[src/hdl/two_tier_cache_budget_manager_core_defines.svh]
// Assertion macros for the two-tier cache budget manager.
// Used by the top level only; define ASSERT_OFF to compile the checks away.
`ifndef TWO_TIER_CACHE_BUDGET_MANAGER_CORE_DEFINES_SVH
`define TWO_TIER_CACHE_BUDGET_MANAGER_CORE_DEFINES_SVH
`ifndef ASSERT_OFF
`define TTCBM_ASSERT(lbl, prop, msg) \
   lbl: assert property (@(posedge clock) disable iff (reset) prop) else $error(msg);
`define TTCBM_ASSERT_NEXT(lbl, pre, post, msg) \
   lbl: assert property (@(posedge clock) disable iff (reset) pre |=> post) else $error(msg);
`else
`define TTCBM_ASSERT(lbl, prop, msg)
`define TTCBM_ASSERT_NEXT(lbl, pre, post, msg)
`endif
`endif

[src/hdl/ttcbm_pkg.sv]
// Shared constants, codes and controller/datapath types for the cache budget manager.
// No dependencies.
package ttcbm_pkg;

   localparam int HOT_ENTRIES  = 16;
   localparam int WARM_ENTRIES = 16;
   localparam int KEY_BITS     = 32;
   localparam int SIZE_BITS    = 24;
   localparam int USED_BITS    = 29;
   localparam int BUDGET_BITS  = 32;
   localparam int STAMP_BITS   = 64;
   localparam int ORDER_BITS   = 32;
   localparam int OP_BITS      = 3;
   localparam int EV_BITS      = 3;
   localparam int CSR_IDX_BITS = 1;
   localparam int EVENT_CAP    = 32;
   localparam int RES_CNT_BITS = 6;

   localparam int HOT_IDX_BITS  = (HOT_ENTRIES > 1) ? $clog2(HOT_ENTRIES) : 1;
   localparam int WARM_IDX_BITS = (WARM_ENTRIES > 1) ? $clog2(WARM_ENTRIES) : 1;
   localparam int SCAN_LEN      = (HOT_ENTRIES > WARM_ENTRIES) ? HOT_ENTRIES : WARM_ENTRIES;
   localparam int SCAN_IDX_BITS = (SCAN_LEN > 1) ? $clog2(SCAN_LEN) : 1;

   typedef logic [OP_BITS-1:0] opcode_type;
   localparam opcode_type OPC_GET      = 3'd0;
   localparam opcode_type OPC_PUT      = 3'd1;
   localparam opcode_type OPC_PUTC     = 3'd2;
   localparam opcode_type OPC_PIN      = 3'd3;
   localparam opcode_type OPC_CONTAINS = 3'd4;
   localparam opcode_type OPC_CLEAR    = 3'd5;

   typedef logic [EV_BITS-1:0] event_type;
   localparam event_type EV_HOT_HIT   = 3'd0;
   localparam event_type EV_WARM_HIT  = 3'd1;
   localparam event_type EV_MISS      = 3'd2;
   localparam event_type EV_DEMOTED   = 3'd3;
   localparam event_type EV_DISCARDED = 3'd4;
   localparam event_type EV_DONE      = 3'd5;
   localparam event_type EV_FULL      = 3'd6;

   typedef logic [CSR_IDX_BITS-1:0] csr_idx_type;
   localparam csr_idx_type REG_HOT_BUDGET  = 1'd0;
   localparam csr_idx_type REG_WARM_BUDGET = 1'd1;

   typedef enum logic [3:0] {
      DP_NOP, DP_LOAD, DP_SCAN_INIT, DP_SCAN_VIC, DP_STEP, DP_TOUCH, DP_PROMOTE,
      DP_PUT_HOT, DP_PUT_WARM, DP_PIN, DP_CLEAR, DP_DISCARD, DP_DEMOTE, DP_EMIT
   } dp_op_type;

   typedef enum logic [2:0] {
      SZ_ZERO, SZ_REQ, SZ_HOT, SZ_WARM, SZ_EVENT, SZ_PROMO
   } size_sel_type;

   typedef struct packed {
      dp_op_type    op;
      event_type    ev_code;
      logic         key_from_event;
      size_sel_type size_sel;
      logic         with_present;
      logic         last;
   } cmd_type;

   typedef struct packed {
      logic scan_last;
      logic hot_hit;
      logic warm_hit;
      logic hot_free;
      logic warm_free;
      logic lru_found;
      logic old_found;
      logic hot_over;
      logic warm_over;
      logic out_free;
   } status_type;

endpackage

[src/hdl/ttcbm_ctrl.sv]
// Request sequencer: decodes operations, runs scans and the eviction loops.
// Depends on ttcbm_pkg; drives the ttcbm_dp command port.
module ttcbm_ctrl
   import ttcbm_pkg::*;
(
   input  logic               clock,
   input  logic               reset,
   input  logic               req_valid,
   input  logic [OP_BITS-1:0] req_op,
   output logic               req_ready,
   input  status_type         stat,
   output cmd_type            cmd
);

   typedef enum logic [15:0] {
      S_IDLE   = 16'h0001,
      S_RSCAN  = 16'h0002,
      S_DECIDE = 16'h0004,
      S_HCHK   = 16'h0008,
      S_LSCAN  = 16'h0010,
      S_LDEC   = 16'h0020,
      S_VSCAN  = 16'h0040,
      S_VDEC   = 16'h0080,
      S_DEMIT4 = 16'h0100,
      S_DEMOTE = 16'h0200,
      S_DEMIT3 = 16'h0400,
      S_WCHK   = 16'h0800,
      S_OSCAN  = 16'h1000,
      S_ODEC   = 16'h2000,
      S_WEMIT4 = 16'h4000,
      S_FINAL  = 16'h8000
   } state_type;

   state_type               state_ff, state_in;
   opcode_type              op_ff, op_in;
   logic [RES_CNT_BITS-1:0] res_ff, res_in;
   logic                    in_hot_ff, in_hot_in, fpres_ff, fpres_in;
   event_type               fcode_ff, fcode_in;
   size_sel_type            fsize_ff, fsize_in;

   always_comb begin
      state_in  = state_ff;
      op_in     = op_ff;
      res_in    = res_ff;
      in_hot_in = in_hot_ff;
      fpres_in  = fpres_ff;
      fcode_in  = fcode_ff;
      fsize_in  = fsize_ff;
      req_ready = 1'b0;
      cmd       = '0;
      cmd.op    = DP_NOP;

      unique case (state_ff)
         S_IDLE: begin
            req_ready = 1'b1;
            if (req_valid) begin
               op_in    = req_op;
               res_in   = '0;
               cmd.op   = DP_LOAD;
               state_in = S_RSCAN;
            end
         end
         S_RSCAN, S_LSCAN, S_VSCAN, S_OSCAN: begin
            cmd.op = DP_STEP;
            if (stat.scan_last) begin
               unique case (state_ff)
                  S_RSCAN: state_in = S_DECIDE;
                  S_LSCAN: state_in = S_LDEC;
                  S_VSCAN: state_in = S_VDEC;
                  default: state_in = S_ODEC;
               endcase
            end
         end
         S_DECIDE: begin
            in_hot_in = 1'b1;
            fpres_in  = 1'b0;
            fcode_in  = EV_MISS;
            fsize_in  = SZ_ZERO;
            state_in  = S_FINAL;
            case (op_ff)
               OPC_GET: begin
                  if (stat.hot_hit) begin
                     cmd.op   = DP_TOUCH;
                     fcode_in = EV_HOT_HIT;
                     fsize_in = SZ_HOT;
                  end else if (stat.warm_hit && !stat.hot_free) begin
                     fcode_in = EV_FULL;
                     fsize_in = SZ_WARM;
                  end else if (stat.warm_hit) begin
                     cmd.op   = DP_PROMOTE;
                     fcode_in = EV_WARM_HIT;
                     fsize_in = SZ_PROMO;
                     state_in = S_HCHK;
                  end
               end
               OPC_PUT: begin
                  fsize_in = SZ_REQ;
                  if (stat.hot_hit || stat.hot_free) begin
                     cmd.op   = DP_PUT_HOT;
                     fcode_in = EV_DONE;
                     state_in = S_HCHK;
                  end else begin
                     fcode_in = EV_FULL;
                  end
               end
               OPC_PUTC: begin
                  fsize_in = SZ_REQ;
                  if (stat.warm_hit || stat.warm_free) begin
                     cmd.op    = DP_PUT_WARM;
                     fcode_in  = EV_DONE;
                     in_hot_in = 1'b0;
                     state_in  = S_WCHK;
                  end else begin
                     fcode_in = EV_FULL;
                  end
               end
               OPC_PIN: begin
                  if (stat.hot_hit) begin
                     cmd.op   = DP_PIN;
                     fcode_in = EV_DONE;
                     fsize_in = SZ_HOT;
                  end
               end
               OPC_CONTAINS: begin
                  fcode_in = EV_DONE;
                  fpres_in = 1'b1;
               end
               OPC_CLEAR: begin
                  cmd.op   = DP_CLEAR;
                  fcode_in = EV_DONE;
               end
               default: ;
            endcase
         end
         S_HCHK: begin
            // A demotion may need two result slots: a warm discard and the demotion.
            if (stat.hot_over && res_ff <= RES_CNT_BITS'(EVENT_CAP - 2)) begin
               cmd.op   = DP_SCAN_INIT;
               state_in = S_LSCAN;
            end else begin
               state_in = S_FINAL;
            end
         end
         S_LDEC: begin
            if (stat.lru_found) begin
               cmd.op   = DP_SCAN_VIC;
               state_in = S_VSCAN;
            end else begin
               state_in = S_FINAL;
            end
         end
         S_VDEC: begin
            if (stat.warm_hit || stat.warm_free) begin
               state_in = S_DEMOTE;
            end else begin
               cmd.op   = DP_DISCARD;
               state_in = S_DEMIT4;
            end
         end
         S_DEMIT4, S_DEMIT3, S_WEMIT4: begin
            if (stat.out_free) begin
               cmd.op             = DP_EMIT;
               cmd.ev_code        = (state_ff == S_DEMIT3) ? EV_DEMOTED : EV_DISCARDED;
               cmd.key_from_event = 1'b1;
               cmd.size_sel       = SZ_EVENT;
               res_in             = res_ff + 1'b1;
               unique case (state_ff)
                  S_DEMIT4: state_in = S_DEMOTE;
                  default:  state_in = S_WCHK;
               endcase
            end
         end
         S_DEMOTE: begin
            cmd.op   = DP_DEMOTE;
            state_in = S_DEMIT3;
         end
         S_WCHK: begin
            if (stat.warm_over && res_ff < RES_CNT_BITS'(EVENT_CAP)) begin
               cmd.op   = DP_SCAN_INIT;
               state_in = S_OSCAN;
            end else begin
               state_in = in_hot_ff ? S_HCHK : S_FINAL;
            end
         end
         S_ODEC: begin
            if (stat.old_found) begin
               cmd.op   = DP_DISCARD;
               state_in = S_WEMIT4;
            end else begin
               state_in = in_hot_ff ? S_HCHK : S_FINAL;
            end
         end
         S_FINAL: begin
            if (stat.out_free) begin
               cmd.op           = DP_EMIT;
               cmd.ev_code      = fcode_ff;
               cmd.size_sel     = fsize_ff;
               cmd.with_present = fpres_ff;
               cmd.last         = 1'b1;
               state_in         = S_IDLE;
            end
         end
         default: state_in = S_IDLE;
      endcase
   end

   always_ff @(posedge clock) begin
      if (reset) begin
         state_ff <= S_IDLE;
      end else begin
         state_ff <= state_in;
      end
   end

   always_ff @(posedge clock) begin
      op_ff     <= op_in;
      res_ff    <= res_in;
      in_hot_ff <= in_hot_in;
      fpres_ff  <= fpres_in;
      fcode_ff  <= fcode_in;
      fsize_ff  <= fsize_in;
   end

endmodule

[config.mk]
export PLATFORM = sky130hd
export DESIGN_NAME = ttcbm_ctrl
export DESIGN_NICKNAME = d
export VERILOG_FILES = /design/src/hdl/two_tier_cache_budget_manager_core_defines.svh /design/src/hdl/ttcbm_pkg.sv /design/src/hdl/ttcbm_ctrl.sv
export SDC_FILE = /design/constraint.sdc
export NUM_CORES = 1
export LEC_CHECK = 0
export ABC_AREA = 1
export BUFFER_PORTS_ARGS = -buffer_cell sky130_fd_sc_hd__buf_2
export CAP_MARGIN = 20
export CORE_MARGIN = 1
export CORE_UTILIZATION = 45
export DETAILED_ROUTE_END_ITERATION = 12
export GPL_TIMING_DRIVEN = 0
export SLEW_MARGIN = 20
export SYNTH_ARGS = -nofsm -noshare
export SYNTH_HDL_FRONTEND = slang
export SYNTH_SLANG_ARGS = --single-unit
[constraint.sdc]
create_clock -name clock -period 2.1 [get_ports clock]
set_input_delay 0.105 -clock clock [delete_from_list [all_inputs] [get_ports clock]]
set_output_delay 0.105 -clock clock [all_outputs]
set_load 0.01 [all_outputs]
# Word level (Yosys, flattened, before mapping)
# Index checks and enable logic that the tools add are counted.
# W data, S select, Z words.
word_totals:
  reg_bits: 33
  latch_bits: 0
  mem_bits_rw: 0
  rom_bits: 0
  in_bits: 16
  output_inout_bits: 14
  wordCells: 109
  mem_count: 0
op_classes:
  addsub: 1
  n_mul: 0
  div: 0
  order_cmp: 2
  n_eq_ne: 25
  n_shift: 0
  n_mux: 59
  bitwise: 0
  n_reduce_logical: 15
op_table:
  columns: ["operator", "n"]
  rows:
  - ["$mux W16", 14]
  - ["$pmux W16 S11", 1]
  - ["$pmux W16 S3", 1]
  - ["$pmux W4 S11", 1]
  - ["$pmux W14 S3", 1]
  - ["$mux W3", 11]
  - ["$pmux W4 S5", 1]
  - ["$eq A16 B1 Y1 const B", 1]
  - ["$eq A16 B10 Y1 const B", 1]
  - ["$eq A16 B11 Y1 const B", 1]
  - ["$eq A16 B12 Y1 const B", 1]
  - ["$eq A16 B13 Y1 const B", 1]
  - ["$eq A16 B14 Y1 const B", 1]
  - ["$eq A16 B15 Y1 const B", 1]
  - ["$eq A16 B16 Y1 const B", 1]
  - ["$eq A16 B2 Y1 const B", 1]
  - ["$eq A16 B3 Y1 const B", 1]
  - ["$eq A16 B4 Y1 const B", 1]
  - ["$eq A16 B5 Y1 const B", 1]
  - ["$eq A16 B6 Y1 const B", 1]
  - ["$eq A16 B7 Y1 const B", 1]
  - ["$eq A16 B8 Y1 const B", 1]
  - ["$eq A16 B9 Y1 const B", 1]
  - ["$mux W2", 8]
  - ["other kinds (30)", 48]

# Logic depth before layout (Yosys ltp)
depth:
  depth_word: 6
  mapped_depth: 13
  ltp_nobuf: 13

# Worst setup path after synthesis
# Ideal clock, no wire load.
synth_path:
  path_type: "reg-to-reg"
  start: "register state_ff[4]"
  end: "register res_ff[0] (enable)"
  arrival_time_ps: 1453
  required_ps: 1737
  path_slack_ps: 284
  path_stages_with_launch: 8
  period_less_slack_ps: 1816
  cell_sequence: "dfxtp_1 > nor2_2 > nand2_4 > nor2_8 > nand2_1 > nand3_2 > nand2_1 > a21oi_1"
synth_between:
  elab_chain_len: 4
  word_cells_on_any_way: 9
synth_lines:
  columns: ["item", "line", "text"]
  rows:
  - ["start, declared", "ttcbm_ctrl.sv:34", "state_type state_ff, state_in;"]
  - ["start signal, assigned", "ttcbm_ctrl.sv:211", "state_ff <= state_in;"]
  - ["$eq A16 B11 Y1 (tied with other cells)", "ttcbm_ctrl.sv:53", "unique case (state_ff)"]
  - ["$reduce_or A3 Y1", "ttcbm_ctrl.sv:53", null]
  - ["$ne A2 B2 Y1 (no line) or $reduce_bool A2 Y1 (tied branches)", null, null]
  - ["$reduce_and A3 Y1 (no line) *", null, null]
  - ["end signal, assigned", "ttcbm_ctrl.sv:217", "res_ff <= res_in;"]
  - ["end, declared", "ttcbm_ctrl.sv:36", "logic [RES_CNT_BITS-1:0] res_ff, res_in;"]
# Every way passes the cells marked *; elsewhere a longest branch is shown, timed or not.
# A chain may end at the register's enable or synchronous reset.

==> impl_metrics.toml <==
[logic_synthesis]
yosysTopAreaCellShare_pct = 21.51
seq_area_frac_synth_pct = 35.00
synth_edf_count = 17
ys_types = 35
ys_async_sr_fraction_pct = 0
synth.mux.area_fraction_pct = 0
synth_area_sq_um = 2374
synthAdderAreaFrac_pct = 1.054
yosys_warnings = 0
synth_top_flop_cell = "edfxtp_1"
synth_cells = 346
synth_top_cell_by_area = "edfxtp_1"
synth_compound_area_share_pct = 5.799
synth_commonest_cells = "68 x nand2_1, 62 x inv_1, 59 x nor2_1"
synth_top_family_by_area = "simple AND/OR/NAND/NOR gates"
synth.avg_cell_area_sq_um = 6.860
synth-seq-cells = 33
synth_xor_area_share_pct = 1.107
synth_nets = 364
synth.most_common_cell = "nand2_1"
synth-simple-area-share_pct = 45.02
ys_top_cells_by_area = "edfxtp_1 22%, dfxtp_1 13%, nand2_1 11%"

[sta]
fin_worst_skew_ns = 0.001527
worst_slew_pin_slew_ns = 0.4583
hold_slack_ns = 0.1475
fin_crit_sh_pct = 95.62
setup_tns_ns = 0
slew_viol_final = 0
worst_slack_ns = 0.09207
slew_headroom_pct = 69.45
rsz0062_at_grt = "false"
hold_violations = 0
fmax_mhz = 498.0
setup_viol = 0
fin_crit_ns = 2.008

[detailed_routing]
vias = 2254
finalWirelength_um = 5829
antenna_left = 0
route.detailed.drc = 0
vias_per_cell = 4.921
wl_per_cell_um = 12.73
drt_iter0_drc = 132
first_pass_iters = 4

[place]
dpl_worst_slack_ns = -0.1787
place_hpwl_um = 4573
gp_congestion = 0.8798
dp.cells = 444
port_buffers = 28
place_area_sq_um = 2601

[pwr]
p_total_mw = 3.594
p_leak_nw = 1.469
ir_drop_mv = 1.065
power_density_nw_per_um2 = 1271

[floorplan]
fp.dieH_um = 74.63
coreArea_sq_um = 5107
start_util_pct = 46.47
io_pins = 30
die-area_sq_um = 5569
die_w_um = 74.63
row_count = 26

[final_layout]
final_area_sq_um = 2828
layout-drive-gt1-share_pct = 22.68
nNetsFinal = 405
final_cell_count_no_fill = 458
area_growth_pct = 19.14
fin_util_pct = 55.36
num_antenna_cells = 0
seqCellArea_sq_um = 837.1
multi_input_area_sq_um = 1319
fillerInstances = 509

[job]
cap_violations = 0

[critical_path]
start_kind = "register"
required_ns = 2.00
r2r_slack_ns = 0.24
setup.worst_path.end_class = "output port"
critPathKind = "reg2out"
cp.arrival_ns = 1.90
path_max_fanout = 10

[outcome]
status = "complete, no violations"

[global_route]
use_met2_pct = 35.54
track_usage_pct = 21.93
busiest_layer = "met2"
grt_max_degree = 12
grt_pass1_vias = 1948
grt_pass1_wl_um = 9087
grt.overflow.total = 0
grt.met1_usage_pct = 29.39
gr-usage-met3_pct = 4.284
antenna_found_initial = 0

[min_path]
hp-class = "in2reg"

[clock_tree]
root_buffer = "clkbuf_8"
cts.sinks = 33
cts_buffers = 5
clock_path_buffers = 2
clkTransAtPathRegs_ns = 0.07
htreeDepth = 2
clock_latency_ns = 0.29
tritoncts = "done"
-- worst max-delay path, cell delays in order, from the launching register on --
cell and delay (ns):
dfxtp_1 0.34, nor2_4 0.16, nand2_4 0.10, nor2_8 0.14, buf_6 0.16, nand3_1 0.18
and3_1 0.27, nand3_1 0.11, buf_2 0.14
-- cell families after synthesis --
family / Yosys count
xor gates and xnor gates: 3
DFF: 33
buffers and inverters: 70
and+or+nand+nor: 213
adders and majority gates: 2
AOI/OAI and AO/OA: 25
-- layout make-up --
cell class / count / share of cell area [%]
Clock buffer: 6 / 2.566
Timing Repair Buffer: 34 / 6.814
Clock inverter: 2 / 1.195
Sequential cell: 33 / 29.60
Inverter: 66 / 8.761
Multi-Input combinational cell: 243 / 46.64
Tap cell: 70 / 3.097
Buffer: 4 / 1.327
-- metal layers --
metal,routed length (um),part of all wire [%]
met1,2767,47
met2,2666,46
met3,267,4.6
met4,127,2.2
met5,0,0
-- flip-flops by register name, summed over array words and instances, names as in the netlist --
register and cells:
res_ff 6, state_ff 16, in_hot_ff 1, fcode_ff 3, op_ff 3, fpres_ff 1, fsize_ff 3
-- cells in the final DEF, fill, tap and decap left out, types with 3 or more instances in the layout --
master	n
nand2_1	65
inv_1	62
nor2_1	58
nand3_1	30
buf_2	28
edfxtp_1	17
nor2_4	12
dfxtp_1	11
a21oi_1	10
nor3_1	9
nand2_2	9
o21ai_0	7
nand4_1	6
nand2_4	5
clkbuf_8	5
dfxtp_2	5
inv_2	4
buf_6	3
nand3b_1	3
or2_2	3
xor2_1	3
dlygate4sd3_1	3
buf_4	3
-- power breakdown --
part / internal [mW] / switching, mW
clock network: 0.350 / 0.237
logic: 0.667 / 1.31
registers: 0.895 / 0.136
total: 1.91 / 1.68
-- timing repair --
| action | CTS | global route |
|---|---|---|
| gates resized for setup | 5 | 14 |
| endpoints found under the hold margin | 3 | 0 |
| cloned | 0 | 0 |
| hold buffers | 3 | 0 |
| setup endpoints to repair | 10 | 13 |
| buffers inserted | 2 | 1 |
| pin swaps | 2 | 2 |
-- path summary, 6_finish.rpt --
check	start	to	cells after the start
max	state_ff[3]	cmd[10]	8
min	stat[4]	state_ff[6]	3
max reg2reg	state_ff[3]	res_ff[0]	7
min reg2reg	state_ff[8]	state_ff[8]	2
No activity file was read; power rests on OpenSTA's default activity.
